==> src/rtl/pda_pkg.sv <==
// ----------------------------------------------------------------------------
// pda_pkg: shared types and codes of the pushdown automaton recognizer
// Transition record, action and status codes, memory command groups.
// ----------------------------------------------------------------------------
package pda_pkg;

  localparam int unsigned STATE_W  = 4;
  localparam int unsigned SYM_W    = 8;
  localparam int unsigned STATUS_W = 3;
  localparam int unsigned DEPTH_W  = 7;
  localparam int unsigned MASK_W   = 16;
  localparam int unsigned MAX_LISTS = 16;

  // Push or pop symbol that stands for no stack operation
  localparam logic [SYM_W-1:0] NONE_SYMBOL = 8'd126;

  typedef enum logic [1:0] {
    ACT_ADD    = 2'd0,
    ACT_FEED   = 2'd1,
    ACT_FINISH = 2'd2,
    ACT_CLEAR  = 2'd3
  } action_e;

  typedef enum logic [STATUS_W-1:0] {
    ST_OK       = 3'd0,
    ST_NOMATCH  = 3'd1,
    ST_REJECTED = 3'd2,
    ST_ACCEPTED = 3'd3,
    ST_REFUSED  = 3'd4,
    ST_FULL     = 3'd5,
    ST_OVERFLOW = 3'd6
  } status_e;

  typedef struct packed {
    logic [STATE_W-1:0] target;
    logic [SYM_W-1:0]   rd;
    logic [SYM_W-1:0]   push;
    logic [SYM_W-1:0]   pop;
  } trans_t;

  typedef struct packed {
    logic add;
    logic clear;
    logic rd_en;
  } tstore_cmd_t;

  typedef struct packed {
    logic wr_en;
    logic rd_en;
  } stack_cmd_t;

endpackage

==> src/rtl/pda_tstore.sv <==
// ----------------------------------------------------------------------------
// pda_tstore: transition store
// Per-state transition lists in one synchronous memory, plus list counts.
// ----------------------------------------------------------------------------
module pda_tstore #(
  parameter int unsigned NUM_LISTS       = 16,
  parameter int unsigned MAX_TRANSITIONS = 8,
  localparam int unsigned LW = (NUM_LISTS > 1) ? $clog2(NUM_LISTS) : 1,
  localparam int unsigned TW = (MAX_TRANSITIONS > 1) ? $clog2(MAX_TRANSITIONS) : 1,
  localparam int unsigned CW = $clog2(MAX_TRANSITIONS + 1)
) (
  input  logic                clk_i,
  input  logic                rst_ni,
  input  pda_pkg::tstore_cmd_t cmd_i,
  input  logic [LW-1:0]       wr_list_i,
  input  pda_pkg::trans_t     wr_data_i,
  input  logic [LW-1:0]       rd_list_i,
  input  logic [TW-1:0]       rd_idx_i,
  output pda_pkg::trans_t     rd_data_o,
  input  logic [LW-1:0]       cnt_list_i,
  output logic [CW-1:0]       cnt_o
);
  import pda_pkg::*;

  localparam int unsigned DEPTH = NUM_LISTS * (2 ** TW);
  localparam int unsigned AW    = LW + TW;

  logic [CW-1:0] cnt_q [NUM_LISTS];
  trans_t        mem_q [DEPTH];
  trans_t        rd_data_q;
  logic [AW-1:0] waddr;
  logic [AW-1:0] raddr;

  // Append at the tail of the list, read entry by list and position
  assign waddr     = {wr_list_i, cnt_q[wr_list_i][TW-1:0]};
  assign raddr     = {rd_list_i, rd_idx_i};
  assign cnt_o     = cnt_q[cnt_list_i];
  assign rd_data_o = rd_data_q;

  // List counts: clear all at once, advance on append
  always_ff @(posedge clk_i or negedge rst_ni) begin
    if (!rst_ni) begin
      for (int i = 0; i < NUM_LISTS; i++) begin
        cnt_q[i] <= '0;
      end
    end else if (cmd_i.clear) begin
      for (int i = 0; i < NUM_LISTS; i++) begin
        cnt_q[i] <= '0;
      end
    end else if (cmd_i.add) begin
      cnt_q[wr_list_i] <= cnt_q[wr_list_i] + CW'(1);
    end
  end

  // Memory array with registered read data
  always_ff @(posedge clk_i) begin
    if (cmd_i.add) begin
      mem_q[waddr] <= wr_data_i;
    end
    if (cmd_i.rd_en) begin
      rd_data_q <= mem_q[raddr];
    end
  end

endmodule

==> config.mk <==
export PLATFORM = sky130hd
export DESIGN_NAME = pda_tstore
export DESIGN_NICKNAME = d
export VERILOG_FILES = /design/src/rtl/pda_pkg.sv /design/src/rtl/pda_tstore.sv
export SDC_FILE = /design/constraint.sdc
export NUM_CORES = 2
export LEC_CHECK = 0
export BUFFER_PORTS_ARGS = -buffer_cell sky130_fd_sc_hd__buf_2
export CAP_MARGIN = 10
export CORE_MARGIN = 5
export CORE_UTILIZATION = 60
export CTS_CLUSTER_SIZE = 12
export DETAILED_ROUTE_END_ITERATION = 8
export PLACE_DENSITY = 0.86
export SETUP_SLACK_MARGIN = 0.4
export SLEW_MARGIN = 10
export SYNTH_ARGS = -nofsm -noshare
export SYNTH_HDL_FRONTEND = slang
export SYNTH_SLANG_ARGS = --single-unit
==> constraint.sdc <==
create_clock -name clk_i -period 4.2 [get_ports clk_i]
set_clock_uncertainty 0.2 [all_clocks]
set_input_delay 0.84 -clock clk_i [delete_from_list [all_inputs] [get_ports clk_i]]
set_output_delay 0.84 -clock clk_i [all_outputs]
set_load 0.1 [all_outputs]
==> impl_metrics.csv <==
group,metric,value,unit
run_status,status,"complete, no violations",
final_layout,drive_above_1_share,36.3,%
global_route,grt_pass1_vias,74500,
clocking,root_buffer,"clkbuf_16",
synth,yosysMostFrequentCell,"edfxtp_1",
route,wl_per_cell,48.8,microns
placed_design,gp_congestion,0.883,
synth,synth_top_area_share,77.0,%
global_route,grt_overflow,0,
global_route,antenna_found_initial,81,
synth,syn_avg_cell_area,25.1,sq um
route,vias_per_cell,7.96,
synth,synth.cell_area,141000,sq um
floorplan,rows,177,
floorplan,die_w,495,microns
route,vias,75800,
worst_hold_path,min_path_type,"input pin to flip-flop",
worst_setup_path,critPathLaunchType,"flip-flop",
sta,tightest_slew,1350,ps
synth,ys.flop_type,"edfxtp_1",
pwr,power.density,471,nW/um^2
synth,synth_nets,5673,
worst_setup_path,path_class,"flip-flop to output pin",
worst_setup_path,slowest_delay,520,ps
worst_setup_path,crit_top_cell,"mux4_2",
floorplan,die_h,495,microns
pwr,report.power.total,76.0,mW
final_layout,fillers,11900,
final_layout,seq_area,110000,sq um
worst_setup_path,critPathMaxFanout,3,
synth,synthTopCellsByCount,"3612 x edfxtp_1, 1213 x mux4_2, 202 x nor2_1",
synth,synth.distinct_cells,33,
global_route,grt_max_degree,129,
sta,period_needed,3780,ps
worst_setup_path,worst-path-buf-inv,1,
final_layout,fin_nets,6252,
pwr,leakage,50.1,nW
sta,setup_tns,0,ps
global_route,grt_pass1_wl,635,mm
sta,slew_viol_final,0,
sta,rsz0062_at_grt,"false",
worst_setup_path,crit_slowest_cell,"mux4_2",
clocking,clk_latency,1010,ps
synth,ys_ff_latch,3676,
pwr,peakVddDrop,0.558,mV
final_layout,final_core_util,69.3,%
sta,worst_slack,419,ps
floorplan,dieArea,245000,sq um
worst_setup_path,crit_path_end_kind,"output pin",
placed_design,pre_cts_ws,-221,ps
worst_setup_path,path_depth,3,
sta,relSlewSlack,9.78,%
clocking,clock_path_buffers,4,
clocking,cts.sinks,3676,
synth,synth-seq-area-share,78.1,%
route,drc,0,
clocking,cts.htree.levels,5,
clocking,clk_pin_slew,70,ps
synth,yosysTopAreaCell,"edfxtp_1",
route,totalWireLength,465,mm
placed_design,hpwl,237,mm
worst_setup_path,crit_chain,"mux4_2, mux4_2, buf_4",
route,antenna_left,0,
synth,syn_inst,5624,
run,max_cap_viol_count,0,
worst_hold_path,hold_path_depth,1,
synth,yosys_warnings,0,
global_route,track_usage,38.3,%
floorplan,start_util,60.4,%
sta,period_share,90.0,%
route,dr.pass1.iters,7,
final_layout,multiInputGateArea,30500,sq um
floorplan,core,233000,sq um
worst_setup_path,path_delay_family,"multiplexers",
sta,fmax,264,MHz
synth,async_reset_ff_share,1.74,%
clocking,cts_tree,"built",
worst_setup_path,r2r_cells,6,
placed_design,portBuffers,79,
sta,setup_viol,0,
clocking,cts_made_buffers,375,
worst_setup_path,worstPathRequired,3160,ps
worst_setup_path,worstPathArrival,2740,ps
sta,finalHoldViolations,0,
floorplan,ios,80,
synth,synth_area_leaders,"edfxtp_1 77%, mux4_2 19%, dfrtp_1 1.1%",
final_layout,area_growth,14.6,%
synth,synth_edf_count,3612,
route,first_iter_violations,16900,
## layout make-up
cell class | instances | area share, %
diodes | 28 | 0.0434
multi-input cells | 1633 | 18.9
repair buffers | 515 | 4.04
well taps | 3132 | 2.43
clock inverters | 64 | 0.305
clock buffers | 469 | 6.13
flip-flops and latches | 3676 | 68.2
inverters | 2 | 0.00465
## registers in the layout, indices dropped and copies added (netlist names)
register	cells
mem_q	3584
cnt_q	64
rd_data_o	28
## cell families after synthesis
group           after synthesis  share of synthesized area (%)
fa+ha+maj                     1                        0.00888
buf+inv                     315                          0.915
flops                      3676                           78.1
simple gates                311                          0.889
xor+xnor                      1                        0.00622
mux                        1244                           19.6
compound gates               76                          0.423
## what timing repair did
action | in CTS | in global routing
endpoints found under the setup margin | 2 | 1
gates resized for setup | 2 | 1
hold buffers | 1 | 1
buffers inserted | 0 | 0
hold endpoints to repair | 31 | 5
## per-stage QoR
stage,instances,area [sq um],hold WS (ps)
2_1_floorplan,5624,142000,310
3_3_place_gp,8949,151000,322
3_5_place_dp,8949,151000,337
4_1_cts,9483,161000,134
5_1_grt,9495,161000,70.8
6_report,9519,162000,104
## cell usage in the layout (no fill, tap or decap), types with 3 or more instances in the layout
cell type | synthesis | routed
a21oi_1 | 16 | 16
a211oi_1 | 32 | 32
mux4_2 | 1213 | 1213
clkbuf_8 | 0 | 3
clkbuf_16 | 0 | 381
edfxtp_1 | 3612 | 3612
bufinv_16 | 0 | 6
nor3_1 | 4 | 4
a311oi_1 | 4 | 4
diode_2 | 0 | 28
clkinv_2 | 0 | 13
o211a_1 | 12 | 12
nand3_2 | 0 | 8
nor2_1 | 202 | 74
inv_6 | 0 | 6
nor4_1 | 8 | 8
nand2_1 | 74 | 74
clkinv_1 | 0 | 34
buf_16 | 0 | 6
dfrtp_1 | 64 | 64
mux2_2 | 29 | 29
clkbuf_1 | 191 | 85
buf_6 | 2 | 16
buf_12 | 0 | 204
buf_4 | 0 | 241
buf_2 | 73 | 43
buf_8 | 0 | 3
nor2_4 | 0 | 128
a311o_1 | 12 | 12
## power by group
| part | total (mW) | internal, mW | switching (mW) |
|---|---|---|---|
| Sequential | 40.5 | 40.4 | 0.106 |
| Combinational | 4.61 | 1.64 | 2.97 |
| Clock | 30.9 | 16.8 | 14.2 |
| Total | 76.0 | 58.8 | 17.2 |
## path summary, 6_finish.rpt
kind	from	slack (ps)	end
worst max-delay path	cnt_q[47]	420	cnt_o[3]
worst min-delay path	wr_data_i[16]	100	mem_q[122][16]
worst max register to register	cnt_q[37]	640	mem_q[29][8]
worst min register to register	cnt_q[53]	350	cnt_q[53]
max in group asynchronous	rst_ni	2610	cnt_q[33]
min in group asynchronous	rst_ni	240	cnt_q[62]
## metal layers
layer / up-vias / part of all wire, % / track usage, %
met2: 9745 / 47 / 58.8
met1: 38300 / 29 / 48.5
met4: 60 / 8.2 / 22.9
met5: - / 0.091 / 0
li1: 25600 / - / -
met3: 2121 / 17 / 12.3
Note: power is estimated with default switching activity, not from simulation.
