==> src/rtl/pda_pkg.sv <==
// ----------------------------------------------------------------------------
// pda_pkg: shared types and codes of the pushdown automaton recognizer
// Transition record, action and status codes, memory command groups.
// ----------------------------------------------------------------------------
package pda_pkg;

  localparam int unsigned STATE_W  = 4;
  localparam int unsigned SYM_W    = 8;
  localparam int unsigned STATUS_W = 3;
  localparam int unsigned DEPTH_W  = 7;
  localparam int unsigned MASK_W   = 16;
  localparam int unsigned MAX_LISTS = 16;

  // Push or pop symbol that stands for no stack operation
  localparam logic [SYM_W-1:0] NONE_SYMBOL = 8'd126;

  typedef enum logic [1:0] {
    ACT_ADD    = 2'd0,
    ACT_FEED   = 2'd1,
    ACT_FINISH = 2'd2,
    ACT_CLEAR  = 2'd3
  } action_e;

  typedef enum logic [STATUS_W-1:0] {
    ST_OK       = 3'd0,
    ST_NOMATCH  = 3'd1,
    ST_REJECTED = 3'd2,
    ST_ACCEPTED = 3'd3,
    ST_REFUSED  = 3'd4,
    ST_FULL     = 3'd5,
    ST_OVERFLOW = 3'd6
  } status_e;

  typedef struct packed {
    logic [STATE_W-1:0] target;
    logic [SYM_W-1:0]   rd;
    logic [SYM_W-1:0]   push;
    logic [SYM_W-1:0]   pop;
  } trans_t;

  typedef struct packed {
    logic add;
    logic clear;
    logic rd_en;
  } tstore_cmd_t;

  typedef struct packed {
    logic wr_en;
    logic rd_en;
  } stack_cmd_t;

endpackage

==> src/rtl/pda_stack.sv <==
// ----------------------------------------------------------------------------
// pda_stack: symbol stack storage
// One synchronous memory, one write and one registered read per cycle.
// ----------------------------------------------------------------------------
module pda_stack #(
  parameter int unsigned STACK_DEPTH = 64,
  localparam int unsigned AW = (STACK_DEPTH > 1) ? $clog2(STACK_DEPTH) : 1
) (
  input  logic                        clk_i,
  input  pda_pkg::stack_cmd_t         cmd_i,
  input  logic [AW-1:0]               waddr_i,
  input  logic [pda_pkg::SYM_W-1:0]   wdata_i,
  input  logic [AW-1:0]               raddr_i,
  output logic [pda_pkg::SYM_W-1:0]   rdata_o
);
  import pda_pkg::*;

  logic [SYM_W-1:0] mem_q [STACK_DEPTH];
  logic [SYM_W-1:0] rdata_q;

  assign rdata_o = rdata_q;

  // Write pushed symbol, hold read data until the next read
  always_ff @(posedge clk_i) begin
    if (cmd_i.wr_en) begin
      mem_q[waddr_i] <= wdata_i;
    end
    if (cmd_i.rd_en) begin
      rdata_q <= mem_q[raddr_i];
    end
  end

endmodule

==> config.mk <==
export PLATFORM = sky130hd
export DESIGN_NAME = pda_stack
export DESIGN_NICKNAME = d
export VERILOG_FILES = /design/src/rtl/pda_pkg.sv /design/src/rtl/pda_stack.sv
export SDC_FILE = /design/constraint.sdc
export NUM_CORES = 1
export LEC_CHECK = 0
export BUFFER_PORTS_ARGS = -buffer_cell sky130_fd_sc_hd__buf_2
export CAP_MARGIN = 30
export CORE_ASPECT_RATIO = 1.25
export CORE_MARGIN = 3
export CORE_UTILIZATION = 56
export CTS_CLUSTER_DIAMETER = 120
export DETAILED_ROUTE_END_ITERATION = 8
export MAX_ROUTING_LAYER = met4
export PLACE_DENSITY = 0.72
export SYNTH_ARGS = -nofsm -noshare
export SYNTH_HDL_FRONTEND = slang
export SYNTH_SLANG_ARGS = --single-unit
==> constraint.sdc <==
create_clock -name clk_i -period 2.25 [get_ports clk_i]
set_input_delay 0.225 -clock clk_i [delete_from_list [all_inputs] [get_ports clk_i]]
set_output_delay 0.225 -clock clk_i [all_outputs]
set_load 0.1 [all_outputs]
==> results of run 1 <==
==> power by group <==
part	internal (uW)	switching (uW)	total (uW)
clock	4440	3300	7730
combinational	467	711	1180
sequential	10700	24.8	10800
==> flip-flops by register name, indices dropped and copies added (netlist names) <==
signal / cells
mem_q: 512
rdata_o: 8
==> path summary, 6_finish.rpt <==
kind,to,start,slack [ps]
max,rdata_o[6],mem_q[24][6],110
min,rdata_o[6],cmd_i[0],40
max reg2reg,rdata_o[6],mem_q[24][6],110
min reg2reg,rdata_o[0],mem_q[19][0],920
==> Yosys cell counts, types with 2 or more instances <==
cell type    n
buf_4       13
nand2_1     19
nand4_1      2
o21ai_1      2
clkbuf_1    17
a21oi_1      3
edfxtp_1   520
buf_1        4
mux2i_1     23
o21a_1       2
mux2_2      13
a2111oi_0    2
buf_12       2
a221oi_1     6
o2bb2ai_1    3
o221ai_1     8
nand3_1     13
o2111ai_1    3
nor3_1       7
buf_2       11
nor4_1       2
nand3b_1     3
o32ai_1      2
o21ai_0      2
o41ai_1      2
nand2b_1     7
buf_6        4
o22ai_1      8
a211oi_1     4
nor2b_1     14
mux4_2     126
o221a_2      2
nor2_1      83
a22oi_1      3
==> cell families (layout without fill, tap and decap cells) <==
group / count (synthesis) / count (layout)
AOI/OAI and AO/OA: 54 / 54
buffers and inverters: 51 / 259
DFF: 520 / 520
muxes: 162 / 162
other: 0 / 1
and+or+nand+nor: 153 / 153
==> per-stage QoR <==
stage | utilization (%) | instances
final | 66.0 | 1623
after detailed placement | 61.8 | 1539
after floorplan | - | 940
after global routing | 66.0 | 1622
after global placement | 61.8 | 1539
after CTS | 66.0 | 1622
==> final cells by class <==
type | count | share of cell area (%)
Antenna cell | 1 | 0.0107
Multi-Input combinational cell | 369 | 18.4
Clock inverter | 23 | 0.943
Timing Repair Buffer | 176 | 6.22
Sequential cell | 520 | 66.5
Clock buffer | 60 | 5.40
Tap cell | 474 | 2.53
==> metal layers <==
metal	GRT usage, %	routed length [um]
met4	6.60	1050
met2	38.1	21900
met3	2.90	2910
met1	33.5	17400
met5	-	0
==> timing repair <==
| action | in CTS | in global routing |
|---|---|---|
| setup endpoints to repair | 0 | 1 |
| gates resized for setup | 0 | 1 |
| setup buffers | 0 | 0 |
| endpoints found under the hold margin | 0 | 0 |
==> summary.md, run 1 <==
| Metric | Value |
|---|---|
| Startpoint types | `flip-flop` |
| DRC Markers | `0` |
| Initial DRT Pass Iterations | `5` |
| Worst hold slack | `38.4 ps` |
| IO buf count | `30` |
| CP Class | `reg2reg` |
| Htree depth | `2` |
| Fin crit period | `2140 ps` |
| Leading area contributor after synthesis | `edfxtp_1` |
| Post-route cell area | `23500 um^2` |
| Clk_lat worst skew | `560 ps` |
| Setup violations, final | `0` |
| CP Max Fanout | `1` |
| Worst slew pin tran | `949 ps` |
| Power Total | `19700 uW` |
| CTS tree | `done` |
| CP Buf/Inv Count | `1` |
| Compound-cell area share of the yosys netlist | `2.06%` |
| Layout area overhead | `16.0%` |
| Slew headroom | `36.7%` |
| Max incr delay on CP | `460 ps` |
| Area contributors post-synth | `edfxtp_1 (77%), mux4_2 (14%), nor2_1 (1.5%), mux2i_1 (1.1%), mux2_2 (0.72%)` |
| Ys Warns | `0` |
| #FFs+latches synth | `520` |
| Largest family of logic cells by synthesized area | `multiplexers` |
| Commonest non-fill, non-tap cell in the layout | `edfxtp_1` |
| Reg area | `15600 um^2` |
| Post-route ant nets | `0` |
| Commonest non-fill, non-tap cells in the layout | `edfxtp_1 (520), buf_4 (132), mux4_2 (126)` |
| Initial Util | `57.0%` |
| Synthesized area per cell | `21.5 um^2` |
| Post-synthesis simple-gate area fraction | `3.37%` |
| CP max-delay cell | `mux4_2` |
| Fin crit share | `95.2%` |
| Share of cells above drive strength 1 | `33.1%` |
| Worst Path Arrival | `2450 ps` |
| Crit. End Element | `flip-flop` |
| Final Max Tran Viols | `0` |
| Setup Skew | `20.9 ps` |
| Initial antenna violation count | `0` |
| Leak | `0.00763 uW` |
| Vias in the first global route | `10200` |
| Die Height | `219 um` |
| Outcome | `complete, no violations` |
| DR vias | `10100` |
| XOR/XNOR Fraction of Synth Area | `0%` |
| Die width | `176 um` |
| Final-report hold violation count | `0` |
| Pin count of the biggest net entering global routing | `65` |
| Grt total ovfl | `0` |
| Post-synthesis cell count | `940` |
| GRT Total Usage | `23.9%` |
| CP cell instances | `mux4_2, mux2_2, o221a_2, nor3_1, buf_4, o32ai_1` |
| FF-to-FF path depth | `6` |
| IR drop worst, VDD | `0.484 mV` |
| RSZ-0062 raised after global routing | `false` |
| DRC marker count from the first detailed-route iteration | `1213` |
| Top delay family on crit path | `multiplexers` |
| Worst path required time | `2560 ps` |
| Distinct cell type count after synthesis | `39` |
| Mapped Area | `20200 um^2` |
| HPWL Detailed | `28.4 mm` |
| Area fraction of the dominant cell type after synthesis | `77.1%` |
| Num ports | `31` |
| Worst hold path depth | `1` |
| Routed wire per std cell | `26.7 um` |
| Seq/Total Area, Yosys | `77.1%` |
| Hold_buf cts | `0` |
| Clk slew on worst S/H paths | `70 ps` |
| Fin Setup TNS | `0 ps` |
| Post-synth net total | `963` |
| Clock Sinks | `520` |
| PD cells | `838 nW/um^2` |
| Async SR Flop Fraction | `0%` |
| Die area | `38500 um^2` |
| Tightest Hold Check Type | `in2reg` |
| Core area | `35600 um^2` |
| GPL Wtd Cong | `0.850` |
| Placed Area | `22000 um^2` |
| Footprint of the multi-input gates | `4320 um^2` |
| Maximum root-to-sink buffer count | `3` |
| Filler cell count in the final layout | `2190` |
| Adder-Cell Fraction of Synth Area | `0%` |
| Max cap viols | `0` |
| Global-route wire length before repair | `65.7 mm` |
| Main synth FF type | `edfxtp_1` |
| Fmax | `467 MHz` |
| Stages on worst setup path | `6` |
| Root buf cell | `clkbuf_16` |
| Multiplexer share of the synthesized area | `15.9%` |
| Post-synth EDFFs | `520` |
| Final setup slack of the worst path | `108 ps` |
| FP Rows | `77` |
| Total Wirelength | `43.3 mm` |
| Vias/cell | `6.24` |
| Nets@finish | `1137` |
| Num CTS Buffers | `47` |
| Setup WS pre-CTS | `-171 ps` |
No activity file was read; power rests on OpenSTA's default activity.
==> inputs of run 2 (changes only) <==
CORE_ASPECT_RATIO = default   (was 1.25)
CORE_UTILIZATION = 53   (was 56)
PLACE_DENSITY = 0.69   (was 0.72)
==> run 2 against run 1 <==
Compared with the run above: final cell count increased by 1.8%; non-clock buffer count shrank 9; wire length up 0.34%; cell area is essentially flat; critical path depth shrank 1; die area rose by 5.4%; power shrank 0.11%; critical endpoint unchanged; highest routed layer unchanged.
==> summary.md, run 2 (same netlist as run 1, synthesis figures left out) <==
| Metric | Value |
|---|---|
| Clk_lat worst skew | `590 ps (was 560 ps)` |
| Post-route ant nets | `0 (unchanged)` |
| Die Height | `201 um (was 219 um)` |
| Resize count post-CTS | `0 (unchanged)` |
| Clk slew on worst S/H paths | `60 ps (was 70 ps)` |
| Commonest non-fill, non-tap cells in the layout | `edfxtp_1 (520), mux4_2 (126), buf_4 (122) (was edfxtp_1 (520), buf_4 (132), mux4_2 (126))` |
| Post-route cell area | `23500 um^2 (about the same)` |
| DRC marker count from the first detailed-route iteration | `1103 (was 1213)` |
| GRT Total Usage | `22.8% (was 23.9%)` |
| Max cap viols | `0 (unchanged)` |
| Vias/cell | `6.06 (was 6.24)` |
| Top reg by flops | `mem_q (unchanged)` |
| CTS tree | `done (unchanged)` |
| Hold_buf cts | `1 (was 0)` |
| Core area | `37100 um^2 (was 35600 um^2)` |
| PD cells | `838 nW/um^2 (about the same)` |
| FP Rows | `70 (was 77)` |
| Root buf cell | `clkbuf_16 (unchanged)` |
| Worst Path Arrival | `2460 ps (was 2450 ps)` |
| Total Wirelength | `43.5 mm (was 43.3 mm)` |
| CP Class | `reg2reg (unchanged)` |
| Initial Util | `54.5% (was 57.0%)` |
| Num CTS Buffers | `51 (was 47)` |
| Placed Area | `21900 um^2 (was 22000 um^2)` |
| Min-delay src | `wdata_i[4] (was cmd_i[0])` |
| Vias in the first global route | `10200 (about the same)` |
| Tightest Hold Check Type | `in2reg (unchanged)` |
| Slew headroom | `39.1% (was 36.7%)` |
| Num ports | `31 (unchanged)` |
| RSZ-0062 raised after global routing | `false (unchanged)` |
| Fmax | `468 MHz (was 467 MHz)` |
| HPWL Detailed | `28.3 mm (was 28.4 mm)` |
| Worst slew pin tran | `914 ps (was 949 ps)` |
| Max reg flops | `512 (unchanged)` |
| Routed wire per std cell | `26.3 um (was 26.7 um)` |
| Power Total | `19700 uW (about the same)` |
| Die width | `201 um (was 176 um)` |
| Fin crit share | `95.1% (was 95.2%)` |
| IO buf count | `30 (unchanged)` |
| CP Max Fanout | `1 (unchanged)` |
| Worst path required time | `2580 ps (was 2560 ps)` |
| Worst r2r src | `mem_q[29][6] (was mem_q[24][6])` |
| GPL Wtd Cong | `0.842 (was 0.850)` |
| DR vias | `10000 (was 10100)` |
| Outcome | `complete, no violations (unchanged)` |
| Crit. End Element | `flip-flop (unchanged)` |
| Final Max Tran Viols | `0 (unchanged)` |
| Commonest non-fill, non-tap cell in the layout | `edfxtp_1 (unchanged)` |
| Nets@finish | `1132 (was 1137)` |
| Share of cells above drive strength 1 | `32.1% (was 33.1%)` |
| Initial antenna violation count | `1 (was 0)` |
| Setup violations, final | `0 (unchanged)` |
| DRC Markers | `0 (unchanged)` |
| Crit. Startpoint | `mem_q[29][6] (was mem_q[24][6])` |
| Leak | `0.00759 uW (was 0.00763 uW)` |
| Die area | `40600 um^2 (was 38500 um^2)` |
| Worst hold slack | `154 ps (was 38.4 ps)` |
| Fin crit period | `2140 ps (about the same)` |
| Pin count of the biggest net entering global routing | `65 (unchanged)` |
| Initial DRT Pass Iterations | `5 (unchanged)` |
| IR drop worst, VDD | `0.540 mV (was 0.484 mV)` |
| Layout area overhead | `15.9% (was 16.0%)` |
| Global-route wire length before repair | `66.3 mm (was 65.7 mm)` |
| Htree depth | `2 (unchanged)` |
| Grt total ovfl | `0 (unchanged)` |
| Maximum root-to-sink buffer count | `3 (unchanged)` |
| Clock Sinks | `520 (unchanged)` |
| Setup bufs post-CTS | `0 (unchanged)` |
| Final-report hold violation count | `0 (unchanged)` |
| Setup Skew | `24.5 ps (was 20.9 ps)` |
| Startpoint types | `flip-flop (unchanged)` |
==> run 2: changes by cell type in the layout (fill, tap and decap cells not counted), sizes merged <==
cell and delta:
clkbuf +10, clkinvlp -1, buf -10, bufinv -3, clkinv +2, dlygate4sd3 +1
==> run 2: metal layers <==
layer | wire [um] | global-route usage (%) | vias to the layer above
li1 | - | - | 4267
met1 | 18500 | 33.0 | 5280
met2 | 20800 | 33.8 | 394
met3 | 3160 | 4.51 | 65
met4 | 1050 | 6.73 | 0
met5 | 0 | - | -
==> run 2: path summary, 6_finish.rpt <==
kind	end	slack, ps	depth (start not counted)
setup reg to reg	rdata_o[6]	110	5
hold / removal	mem_q[58][4]	150	1
setup / recovery	rdata_o[6]	110	5
hold reg to reg	rdata_o[2]	950	4
==> run 2: through the flow <==
step / setup slack [ps] / TNS (ps) / utilization (%) / instances
floorplan: 219 / 0 / - / 940
global placement: -140 / -397 / 59.1 / 1559
detailed placement: -154 / -536 / 59.1 / 1559
CTS: 164 / 0 / 63.2 / 1651
global route: 87.9 / 0 / 63.2 / 1652
finish: 111 / 0 / 63.2 / 1652
==> run 2: where the power goes <==
| group | leakage (uW) | internal [uW] | switching, uW | total, uW |
|---|---|---|---|---|
| Sequential | 0.00469 | 10700 | 29.1 | 10800 |
| Clock | 0.000722 | 4350 | 3370 | 7720 |
| Combinational | 0.00218 | 455 | 706 | 1160 |
==> run 2: layout make-up <==
class	count	area (um^2)
antenna	1	2.50
clock buffer	70	1370
clock inverter	21	135
fill	2514	13700
multi-input combinational	369	4320
sequential	520	15600
tap	504	631
timing repair buffer	167	1400
==> run 2: critical path, cell delays in order (launching register included) <==
cell and delay (ps):
edfxtp_1 370, mux4_2 470, mux2_2 270, o221a_2 280
nor3_1 330, o32ai_1 150
